--- config.mk ---
export PLATFORM = sky130hd
export DESIGN_NAME = catmull_rom_curve_sampler_top
export DESIGN_NICKNAME = d
export VERILOG_FILES = /design/src/design/crs_pkg.sv /design/src/design/crs_mac.sv /design/src/design/crs_tgen.sv /design/src/design/crs_seq.sv /design/src/design/catmull_rom_curve_sampler_top.sv
export SDC_FILE = /design/constraint.sdc
export NUM_CORES = 2
export LEC_CHECK = 0
export ABC_CLOCK_PERIOD_IN_PS = 14000
export BUFFER_PORTS_ARGS = -buffer_cell sky130_fd_sc_hd__buf_4
export CAP_MARGIN = 0
export CORE_AREA = 2 2 273 275
export DETAILED_ROUTE_END_ITERATION = 8
export DIE_AREA = 0 0 275 277
export MAX_ROUTING_LAYER = met4
export PLACE_DENSITY = 0.84
export RECOVER_POWER = 25
export SETUP_SLACK_MARGIN = 0.3
export SYNTH_ARGS = -nofsm -noshare
export SYNTH_HDL_FRONTEND = slang
export SYNTH_SLANG_ARGS = --single-unit
--- constraint.sdc ---
create_clock -name clk -period 14 [get_ports clk]
set_input_delay 0.7 -clock clk [delete_from_list [all_inputs] [get_ports clk]]
set_output_delay 0.7 -clock clk [all_outputs]
set_load 0.01 [all_outputs]
--- src/design/crs_pkg.sv ---
// ----------------------------------------------------------------------------
// crs_pkg: shared types and helpers for the Catmull-Rom curve sampler
// Payload structs, the sequencer state type, the control bundle and the
// fixed-point helpers used by the datapath.
// ----------------------------------------------------------------------------
package crs_pkg;

  localparam int MAX_SAMPLES_DEF = 64;  // upper limit on samples per segment
  localparam int CFG_W           = 7;   // width of samples_per_segment
  localparam logic [CFG_W-1:0] CFG_RESET = 7'd64;
  localparam int PT_W            = 10;  // control point coordinate width
  localparam int T_W             = 16;  // t is unsigned 0.16
  localparam int Q_W             = T_W + 1;  // quotient of 2^16 / n
  localparam int OUT_W           = 16;  // signed 12.4 sample
  localparam int ACC_W           = 66;  // Horner accumulator, scale 2^48
  localparam int OP_W            = 32;  // multiplier operand width
  localparam int PROD_W          = OP_W + T_W + 1;
  localparam int HI_SHIFT        = 24;  // split point of the last Horner step
  localparam int RND_SHIFT       = 45;  // 2^48 scale with factor 0.5 to 4 fraction bits

  typedef struct packed {
    logic [PT_W-1:0] point_x;
    logic [PT_W-1:0] point_y;
    logic            new_curve;
  } crs_in_t;

  typedef struct packed {
    logic signed [OUT_W-1:0] sample_x;
    logic signed [OUT_W-1:0] sample_y;
    logic                    last_sample;
  } crs_out_t;

  typedef enum logic [1:0] {
    ST_IDLE,
    ST_DIV,
    ST_EVAL,
    ST_EMIT
  } crs_state_t;

  // Horner phases of one coordinate.
  typedef enum logic [1:0] {
    PH_A  = 2'd0,
    PH_B  = 2'd1,
    PH_HI = 2'd2,
    PH_LO = 2'd3
  } crs_phase_t;

  typedef struct packed {
    logic       mac_en;
    crs_phase_t phase;
    logic       coord;      // 0: x, 1: y
    logic       cap_x;
    logic       div_start;
    logic       t_step;
    logic       out_load;
    logic       last;
  } crs_ctl_t;

  typedef struct packed {
    logic signed [13:0] a;
    logic signed [13:0] b;
    logic signed [10:0] c;
    logic signed [11:0] d;
  } crs_coef_t;

  // Cubic coefficients of one coordinate, scaled by two.
  function automatic crs_coef_t crs_coef(input logic [PT_W-1:0] p0,
                                         input logic [PT_W-1:0] p1,
                                         input logic [PT_W-1:0] p2,
                                         input logic [PT_W-1:0] p3);
    logic signed [13:0] e0;
    logic signed [13:0] e1;
    logic signed [13:0] e2;
    logic signed [13:0] e3;
    logic signed [13:0] cw;
    crs_coef_t          r;
    e0 = $signed({4'b0, p0});
    e1 = $signed({4'b0, p1});
    e2 = $signed({4'b0, p2});
    e3 = $signed({4'b0, p3});
    cw = e2 - e0;
    r.a = e3 - e0 + 14'sd3 * e1 - 14'sd3 * e2;
    r.b = 14'sd2 * e0 - 14'sd5 * e1 + 14'sd4 * e2 - e3;
    r.c = cw[10:0];
    r.d = $signed({1'b0, p1, 1'b0});
    return r;
  endfunction

  // Round half up to 4 fraction bits and saturate to 16 bits.
  function automatic logic signed [OUT_W-1:0] crs_round_sat(
      input logic signed [ACC_W-1:0] v);
    logic signed [ACC_W-1:0]           biased;
    logic signed [ACC_W-RND_SHIFT-1:0] q;
    logic signed [OUT_W-1:0]           r;
    biased = v + (ACC_W'(1) <<< (RND_SHIFT - 1));
    q = biased[ACC_W-1:RND_SHIFT];
    if (q > (ACC_W-RND_SHIFT)'(32767)) begin
      r = 16'sh7FFF;
    end else if (q < -(ACC_W-RND_SHIFT)'(32768)) begin
      r = 16'sh8000;
    end else begin
      r = q[OUT_W-1:0];
    end
    return r;
  endfunction

endpackage

--- src/design/crs_mac.sv ---
// ----------------------------------------------------------------------------
// crs_mac: shared multiply-add unit
// One signed multiply by t and one wide add per cycle while en is high,
// stepping through the Horner form of one coordinate in four phases.
// ----------------------------------------------------------------------------
module crs_mac (
  input  logic                                clk,
  input  logic                                en,
  input  crs_pkg::crs_phase_t                 phase,
  input  crs_pkg::crs_coef_t                  coef,
  input  logic [crs_pkg::T_W-1:0]             t,
  output logic signed [crs_pkg::ACC_W-1:0]    acc
);

  logic signed [crs_pkg::ACC_W-1:0]  acc_r;
  logic signed [crs_pkg::ACC_W-1:0]  acc_nxt;
  logic [crs_pkg::HI_SHIFT-1:0]      lo_r;
  logic signed [crs_pkg::OP_W-1:0]   op;
  logic signed [crs_pkg::ACC_W-1:0]  addend;
  logic                              shift_hi;
  logic signed [crs_pkg::PROD_W-1:0] prod;
  logic signed [crs_pkg::ACC_W-1:0]  prod_ext;

  // Operand and addend selection per Horner phase. The last step is split
  // into a high and a low half so the multiplier stays 32 bits wide.
  always_comb begin
    op       = '0;
    addend   = '0;
    shift_hi = 1'b0;
    unique case (phase)
      crs_pkg::PH_A: begin
        op     = crs_pkg::OP_W'(coef.a);
        addend = crs_pkg::ACC_W'(coef.b) <<< 16;
      end
      crs_pkg::PH_B: begin
        op     = acc_r[crs_pkg::OP_W-1:0];
        addend = crs_pkg::ACC_W'(coef.c) <<< 32;
      end
      crs_pkg::PH_HI: begin
        op       = crs_pkg::OP_W'($signed(acc_r[2*crs_pkg::HI_SHIFT-1:crs_pkg::HI_SHIFT]));
        addend   = crs_pkg::ACC_W'(coef.d) <<< 48;
        shift_hi = 1'b1;
      end
      crs_pkg::PH_LO: begin
        op     = $signed({{(crs_pkg::OP_W-crs_pkg::HI_SHIFT){1'b0}}, lo_r});
        addend = acc_r;
      end
      default: begin
        op = '0;
      end
    endcase
  end

  assign prod     = op * $signed({1'b0, t});
  assign prod_ext = crs_pkg::ACC_W'(prod);
  assign acc_nxt  = (shift_hi ? (prod_ext <<< crs_pkg::HI_SHIFT) : prod_ext) + addend;

  always_ff @(posedge clk) begin
    if (en) begin
      acc_r <= acc_nxt;
      if (phase == crs_pkg::PH_HI) begin
        lo_r <= acc_r[crs_pkg::HI_SHIFT-1:0];
      end
    end
  end

  assign acc = acc_r;

endmodule

--- src/design/crs_tgen.sv ---
// ----------------------------------------------------------------------------
// crs_tgen: sample position generator
// Divides 2^16 by the sample count bit by bit once per segment, then steps
// t = floor(j * 2^16 / n) with a quotient add and a remainder correction.
// ----------------------------------------------------------------------------
module crs_tgen #(
  parameter int MAX_SAMPLES = crs_pkg::MAX_SAMPLES_DEF,
  localparam int NW = $clog2(MAX_SAMPLES + 1)
) (
  input  logic                    clk,
  input  logic                    rst_n,
  input  logic                    start,
  input  logic                    step,
  input  logic [NW-1:0]           n,
  output logic [crs_pkg::T_W-1:0] t,
  output logic                    busy
);

  localparam int BW = $clog2(crs_pkg::Q_W);

  logic                    busy_r;
  logic [BW-1:0]           bcnt_r;
  logic [crs_pkg::Q_W-1:0] q0_r;
  logic [NW-1:0]           r0_r;
  logic [NW-1:0]           frac_r;
  logic [crs_pkg::T_W-1:0] t_r;

  logic [NW:0]             div_sh;
  logic                    div_bit;
  logic [NW:0]             frac_sum;
  logic                    frac_wrap;

  assign div_sh    = {r0_r, (bcnt_r == BW'(crs_pkg::T_W))};
  assign div_bit   = (div_sh >= {1'b0, n});
  assign frac_sum  = {1'b0, frac_r} + {1'b0, r0_r};
  assign frac_wrap = (frac_sum >= {1'b0, n});

  always_ff @(posedge clk) begin
    if (!rst_n) begin
      busy_r <= 1'b0;
    end else if (start) begin
      busy_r <= 1'b1;
    end else if (busy_r && (bcnt_r == '0)) begin
      busy_r <= 1'b0;
    end
  end

  always_ff @(posedge clk) begin
    if (start) begin
      bcnt_r <= BW'(crs_pkg::T_W);
      r0_r   <= '0;
      q0_r   <= '0;
      t_r    <= '0;
      frac_r <= '0;
    end else if (busy_r) begin
      bcnt_r <= bcnt_r - 1'b1;
      q0_r   <= {q0_r[crs_pkg::Q_W-2:0], div_bit};
      r0_r   <= div_bit ? NW'(div_sh - {1'b0, n}) : div_sh[NW-1:0];
    end else if (step) begin
      t_r    <= t_r + q0_r[crs_pkg::T_W-1:0] + crs_pkg::T_W'(frac_wrap);
      frac_r <= frac_wrap ? NW'(frac_sum - {1'b0, n}) : frac_sum[NW-1:0];
    end
  end

  assign t    = t_r;
  assign busy = busy_r;

endmodule

--- src/design/crs_seq.sv ---
// ----------------------------------------------------------------------------
// crs_seq: sequencer of the curve sampler
// Runs the division, the eight multiply-add phases of each sample and the
// hand-off of each sample to the output register.
// ----------------------------------------------------------------------------
module crs_seq #(
  parameter int MAX_SAMPLES = crs_pkg::MAX_SAMPLES_DEF,
  localparam int NW = $clog2(MAX_SAMPLES + 1)
) (
  input  logic              clk,
  input  logic              rst_n,
  input  logic              in_valid,
  input  logic              seg_go,
  input  logic              div_busy,
  input  logic              out_free,
  input  logic [NW-1:0]     n,
  output logic              in_ready,
  output crs_pkg::crs_ctl_t ctl
);

  crs_pkg::crs_state_t state_r, state_nxt;
  logic [2:0]          cnt_r, cnt_nxt;
  logic [NW-1:0]       j_r, j_nxt;
  logic                last;

  assign last = (j_r == n - 1'b1);

  always_comb begin
    state_nxt = state_r;
    unique case (state_r)
      crs_pkg::ST_IDLE: begin
        if (in_valid && seg_go) begin
          state_nxt = crs_pkg::ST_DIV;
        end
      end
      crs_pkg::ST_DIV: begin
        if (!div_busy) begin
          state_nxt = crs_pkg::ST_EVAL;
        end
      end
      crs_pkg::ST_EVAL: begin
        if (cnt_r == 3'b111) begin
          state_nxt = crs_pkg::ST_EMIT;
        end
      end
      crs_pkg::ST_EMIT: begin
        if (out_free) begin
          state_nxt = last ? crs_pkg::ST_IDLE : crs_pkg::ST_EVAL;
        end
      end
      default: begin
        state_nxt = crs_pkg::ST_IDLE;
      end
    endcase
  end

  always_comb begin
    in_ready      = (state_r == crs_pkg::ST_IDLE);
    ctl.mac_en    = (state_r == crs_pkg::ST_EVAL);
    ctl.phase     = crs_pkg::crs_phase_t'(cnt_r[1:0]);
    ctl.coord     = cnt_r[2];
    ctl.cap_x     = (state_r == crs_pkg::ST_EVAL) && (cnt_r == 3'b100);
    ctl.div_start = (state_r == crs_pkg::ST_IDLE) && in_valid && seg_go;
    ctl.out_load  = (state_r == crs_pkg::ST_EMIT) && out_free;
    ctl.t_step    = ctl.out_load && !last;
    ctl.last      = last;
  end

  always_comb begin
    cnt_nxt = (state_r == crs_pkg::ST_EVAL) ? cnt_r + 1'b1 : cnt_r;
    j_nxt   = j_r;
    if (ctl.div_start) begin
      j_nxt = '0;
    end else if (ctl.t_step) begin
      j_nxt = j_r + 1'b1;
    end
  end

  always_ff @(posedge clk) begin
    if (!rst_n) begin
      state_r <= crs_pkg::ST_IDLE;
      cnt_r   <= '0;
      j_r     <= '0;
    end else begin
      state_r <= state_nxt;
      cnt_r   <= cnt_nxt;
      j_r     <= j_nxt;
    end
  end

endmodule

--- src/design/catmull_rom_curve_sampler_top.sv ---
// ----------------------------------------------------------------------------
// catmull_rom_curve_sampler_top: uniform 2D Catmull-Rom curve sampler
// Takes control points and emits evenly spaced samples of each closed
// segment in signed 12.4 fixed point.
// ----------------------------------------------------------------------------
// Usage:
// Control points arrive on the in_ channel as valid/ready transactions. A
// point with new_curve set discards the held points and starts a new curve.
// The first three points of a curve are only stored in the point history.
// Every later point closes a segment and produces N result transactions on
// the out_ channel, N being samples_per_segment (0 acts as 1, values above
// MAX_SAMPLES act as MAX_SAMPLES); the last one carries last_sample.
// A closing point starts a bit-serial division of 2^16 by N; then, for each
// sample, the one shared multiply-add unit runs four Horner phases for x and
// four for y, and the sample is handed to the output register. in_ready is
// low for the whole segment. The output register lets the next sample be
// computed while the previous one waits; a stalled receiver holds the
// sequencer in its hand-off state. The cfg_ port writes samples_per_segment
// with no wait; the user must write it only while the block is idle, which
// the block itself does not enforce. Reset sets the count to 64 and empties
// the point history; there is no clearing pass.
// ----------------------------------------------------------------------------
module catmull_rom_curve_sampler_top #(
  parameter int MAX_SAMPLES = crs_pkg::MAX_SAMPLES_DEF
) (
  input  logic                      clk,
  input  logic                      rst_n,
  input  logic                      in_valid,
  output logic                      in_ready,
  input  crs_pkg::crs_in_t          in_data,
  output logic                      out_valid,
  input  logic                      out_ready,
  output crs_pkg::crs_out_t         out_data,
  input  logic                      cfg_we,
  input  logic [crs_pkg::CFG_W-1:0] cfg_wdata
);

  localparam int NW = $clog2(MAX_SAMPLES + 1);

  // Configuration register.
  logic [crs_pkg::CFG_W-1:0] samples_r;
  logic [NW-1:0]             n_eff;
  logic [NW-1:0]             n_r;

  // Point history: the three held points and the point closing the segment.
  logic [crs_pkg::PT_W-1:0]  held_x_r [3];
  logic [crs_pkg::PT_W-1:0]  held_y_r [3];
  logic [1:0]                count_r;
  logic [crs_pkg::PT_W-1:0]  cur_x_r;
  logic [crs_pkg::PT_W-1:0]  cur_y_r;

  logic                      in_accept;
  logic                      seg_go;
  logic [1:0]                slot;
  logic                      shift_win;

  crs_pkg::crs_ctl_t         ctl;
  crs_pkg::crs_coef_t        coef;
  logic [crs_pkg::T_W-1:0]   t;
  logic                      div_busy;
  logic signed [crs_pkg::ACC_W-1:0] acc;

  logic signed [crs_pkg::OUT_W-1:0] sx_r;
  logic                      out_valid_r;
  crs_pkg::crs_out_t         out_data_r;
  logic                      out_free;

  always_ff @(posedge clk) begin
    if (!rst_n) begin
      samples_r <= crs_pkg::CFG_RESET;
    end else if (cfg_we) begin
      samples_r <= cfg_wdata;
    end
  end

  // A zero count acts as one sample, anything above the limit as the limit.
  always_comb begin
    if (samples_r == '0) begin
      n_eff = NW'(1);
    end else if (samples_r > crs_pkg::CFG_W'(MAX_SAMPLES)) begin
      n_eff = NW'(MAX_SAMPLES);
    end else begin
      n_eff = samples_r[NW-1:0];
    end
  end

  // A point closes a segment only when three points of the same curve are
  // already held; otherwise it goes into the next free slot (slot 0 on new_curve).
  assign in_accept = in_valid && in_ready;
  assign slot      = in_data.new_curve ? 2'd0 : count_r;
  assign seg_go    = !in_data.new_curve && (count_r == 2'd3);
  assign shift_win = ctl.out_load && ctl.last;

  always_ff @(posedge clk) begin
    if (!rst_n) begin
      count_r <= '0;
    end else if (in_accept && !seg_go) begin
      count_r <= slot + 1'b1;
    end
  end

  always_ff @(posedge clk) begin
    if (in_accept && !seg_go) begin
      held_x_r[slot] <= in_data.point_x;
      held_y_r[slot] <= in_data.point_y;
    end else if (shift_win) begin
      held_x_r[0] <= held_x_r[1];
      held_y_r[0] <= held_y_r[1];
      held_x_r[1] <= held_x_r[2];
      held_y_r[1] <= held_y_r[2];
      held_x_r[2] <= cur_x_r;
      held_y_r[2] <= cur_y_r;
    end
    if (in_accept && seg_go) begin
      cur_x_r <= in_data.point_x;
      cur_y_r <= in_data.point_y;
      n_r     <= n_eff;
    end
  end

  // Coefficients of the coordinate the multiply-add unit is working on.
  assign coef = ctl.coord ?
                crs_pkg::crs_coef(held_y_r[0], held_y_r[1], held_y_r[2], cur_y_r) :
                crs_pkg::crs_coef(held_x_r[0], held_x_r[1], held_x_r[2], cur_x_r);

  crs_seq #(
    .MAX_SAMPLES (MAX_SAMPLES)
  ) u_seq (
    .clk      (clk),
    .rst_n    (rst_n),
    .in_valid (in_valid),
    .seg_go   (seg_go),
    .div_busy (div_busy),
    .out_free (out_free),
    .n        (n_r),
    .in_ready (in_ready),
    .ctl      (ctl)
  );

  // The count is taken from n_eff at the start, since n_r loads on the
  // same edge as the division starts.
  crs_tgen #(
    .MAX_SAMPLES (MAX_SAMPLES)
  ) u_tgen (
    .clk   (clk),
    .rst_n (rst_n),
    .start (ctl.div_start),
    .step  (ctl.t_step),
    .n     (ctl.div_start ? n_eff : n_r),
    .t     (t),
    .busy  (div_busy)
  );

  crs_mac u_mac (
    .clk   (clk),
    .en    (ctl.mac_en),
    .phase (ctl.phase),
    .coef  (coef),
    .t     (t),
    .acc   (acc)
  );

  // The x result is picked up in the first y phase, before it is overwritten.
  always_ff @(posedge clk) begin
    if (ctl.cap_x) begin
      sx_r <= crs_pkg::crs_round_sat(acc);
    end
  end

  // Output register: a new sample goes in when it is empty or being taken.
  assign out_free = !out_valid_r || out_ready;

  always_ff @(posedge clk) begin
    if (!rst_n) begin
      out_valid_r <= 1'b0;
    end else if (ctl.out_load) begin
      out_valid_r <= 1'b1;
    end else if (out_ready) begin
      out_valid_r <= 1'b0;
    end
  end

  always_ff @(posedge clk) begin
    if (ctl.out_load) begin
      out_data_r.sample_x    <= sx_r;
      out_data_r.sample_y    <= crs_pkg::crs_round_sat(acc);
      out_data_r.last_sample <= ctl.last;
    end
  end

  assign out_valid = out_valid_r;
  assign out_data  = out_data_r;

  // A closing point must drop in_ready until its segment is done.
  a_busy_after_seg: assert property (@(posedge clk) disable iff (!rst_n)
    in_valid && in_ready && seg_go |=> !in_ready)
    else $error("in_ready stayed high after a segment started");

  // The final sample of a segment returns the block to accepting points.
  a_ready_after_last: assert property (@(posedge clk) disable iff (!rst_n)
    shift_win |=> in_ready)
    else $error("block not ready after the last sample");

  // Evaluation only ever runs with a full point history.
  a_eval_full: assert property (@(posedge clk) disable iff (!rst_n)
    ctl.mac_en |-> (count_r == 2'd3))
    else $error("evaluation with fewer than three held points");

  // A sample is never loaded over one the receiver has not taken.
  a_no_overwrite: assert property (@(posedge clk) disable iff (!rst_n)
    out_valid && !out_ready |-> !ctl.out_load)
    else $error("output register overwritten while stalled");

endmodule

==> flow_metrics.tcl <==
set metrics [dict create \
    fin_ws_ns 0.680 \
    drive_gt1_share_pct 6.91 \
    place_hpwl_mm 98.9 \
    core_sq_um 73600 \
    port_buffers 67 \
    drtIter0Drc 3421 \
    regArea_sq_um 8200 \
    max-slew-margin-rel_pct -92.9 \
    timing.fmax_ghz 0.0751 \
    n_fill_cell 5910 \
    synth_area_leaders "fa_1 27%, edfxtp_1 15%, ha_1 11%, inv_1 7.0%, nand2_1 5.6%" \
    crit_family "adder cells" \
    via_per_inst 5.95 \
    failed_checks "capacitance limit, slew limit" \
    path_clk_slew_ns 0.06 \
    multiInputGateArea_sq_um 32100 \
    synthCells 4926 \
    met2_usage_pct 51.5 \
    status "finished with violations" \
    end_kind "flop" \
    ys.flop_type "edfxtp_1" \
    clock-root-buffer "clkbuf_16" \
    fin_skew_ns 0.0500 \
    htree_levels 2 \
    antenna_found_initial 3 \
    rows 100 \
    crit_buf_inv 8 \
    hold_viol 0 \
    critPathMaxFanout 16 \
    cp-start-kind "flop" \
    use_met1_pct 45.5 \
    die_height_microns 277 \
    wirelength_mm 124 \
    cpPeakStageDelay_ns 0.56 \
    critPathMostFrequentCell "fa_1" \
    final_area_sq_um 47500 \
    cts-buffers-inserted 37 \
    pin_count 68 \
    place.gp.congestion 1.03 \
    syn-num-nets 5939 \
    area.growth.synth_to_final_pct 8.69 \
    layout_commonest_cell "inv_1" \
    first_global_vias 36214 \
    async_reset_ff_share_pct 0 \
    cp_slowest_cell "fa_1" \
    period_share_pct 95.1 \
    synth_top_area_cell "fa_1" \
    dpl_cell_area_sq_um 45700 \
    ff2ff_setup_slack_ns 0.68 \
    setup_viol 0 \
    yosysSeqAreaShare_pct 18.8 \
    maxCapViolCount 2 \
    final_cell_mix "810 x inv_1, 647 x nand2_1, 576 x fa_1, 390 x ha_1, 315 x nor2_1" \
    rsz0062_at_grt "yes" \
    top_usage_layer "met2" \
    period_needed_ns 13.32 \
    postSynthRegisterBits 300 \
    via_count 35781 \
    yosysUniqueCellTypes 85 \
    postSynthAreaPerCell_sq_um 8.87 \
    met3_usage_pct 6.52 \
    crit_required_ns 14.32 \
    worst_pin_slew_ns 2.88 \
    start_util_pct 59.4 \
    clock_latency_ns 0.60 \
    dp_slack_ns -0.0351 \
    grt_start_max_net_pins 69 \
    dieArea_sq_um 76200 \
    drc_errors 0 \
    dr.pass1.iters 7 \
    nets 6032 \
    hp-class "in2reg" \
    grt_pass1_wl_mm 198 \
    synth-edff-count 219 \
    clock_sinks 300 \
    clk_path_buf_depth 3 \
    die_w_microns 275 \
    grt_usage_pct 34.1 \
    ys.warnings.count 0 \
    slew_viol_final 76 \
    cts_tree "yes" \
    yosysTopAreaCellShare_pct 26.6 \
    overflow 0 \
    critPathKind "reg2reg" \
    detail-route-antenna-nets 0 \
    cp.arrival_ns 13.64 \
    wire_per_inst_microns 20.7 \
    syn_area_sq_um 43700 \
]
## repair_timing
action                     CTS  global route
hold buffers                 0             0
pin swaps                    0            21
gates cloned                 0             2
resized for setup            4            80
setup endpoints to repair   10            31
setup buffers                0            40
## cell type report
type	count	share of cell area [%]
Clock buffer	46	2.15
Antenna cell	2	0.0105
Multi-Input combinational cell	3628	67.6
Inverter	815	6.44
Tap cell	969	2.55
Clock inverter	21	0.453
Timing Repair Buffer	237	3.54
Sequential cell	300	17.3
## logic make-up (layout without fill, tap and decap cells)
logic type	after synthesis	count (layout)	share of synthesized area [%]
compound gates	895	895	12.9
xor+xnor	254	254	5.11
fa+ha+maj	980	980	38.0
buf+inv	998	1119	8.67
flops	300	300	18.8
mux	67	67	1.59
other cells	0	2	0
simple gates	1432	1432	14.9
## synth_stat cells (all sizes together), types with 6 or more instances
cell and instances:
a2111oi 8, a211o 7, a211oi 33, a21boi 15
a21o 129, a21oi 310, a221o 6, a221oi 17
a222oi 11, a31oi 18, and2 143, and3 44
and4 13, buf 43, clkbuf 140, dfxtp 81
edfxtp 219, fa 580, ha 400, inv 813
mux2 8, mux2i 58, nand2 649, nand2b 33
nand3 54, nand3b 6, nand4 40, nor2 317
nor2b 55, nor3 34, nor4 13, o211ai 23
o21a 24, o21ai 181, o21bai 57, o31ai 14
or2 7, or3 13, xnor2 166, xor2 88
## registers in the layout (all words and copies together), names as in the netlist, 5 cells and up
signal,flops
held_x_r,30
u_mac.lo_r,24
sx_r,16
u_tgen.bcnt_r,5
u_tgen.frac_r,7
cur_y_r,10
cur_x_r,10
u_tgen.r0_r,7
n_r,7
u_mac.acc,66
u_tgen.t,16
out_data,33
u_tgen.q0_r,16
samples_r,7
u_seq.j_r,7
held_y_r,30
## worst reg2reg max path: cells and delay by family (launching register included)
| kind | cells | cell delay, ns |
|---|---|---|
| fa+ha+maj | 11 | 4.81 |
| simple gates | 9 | 1.70 |
| mux | 1 | 0.35 |
| flops | 1 | 0.47 |
| xor+xnor | 3 | 0.62 |
| buf+inv | 8 | 0.95 |
| compound gates | 19 | 4.16 |
## stage by stage
stage                     hold slack [ns]  TNS [ns]  utilization [%]  std cells
after global placement              0.401         0             62.2       5907
after CTS                           0.271         0             63.9       5974
after floorplan                     0.400         0                -       4926
final                               0.309         0             64.6       6018
after global routing                0.309         0             64.6       6018
after detailed placement            0.409   -0.0351             62.2       5907
## final timing paths
path,startpoint,to,depth (start not counted)
worst max-delay path,cur_x_r[1],u_mac.acc[63],51
worst min-delay path,in_data[7],cur_y_r[6],1
worst min register to register,sx_r[15],out_data[32],0
worst max register to register,cur_x_r[1],u_mac.acc[63],51
## routing by layer
metal	share of wire (%)	wire length [microns]	vias up
met5	0	0	-
met4	4.8	5960	0
met3	9.6	11900	326
met2	46	56800	1736
met1	40	49700	17476
li1	-	-	16243
Power is left out: the tool's default activity adds up to more than one toggle a clock period on the data nets, which glitch-free logic cannot reach.
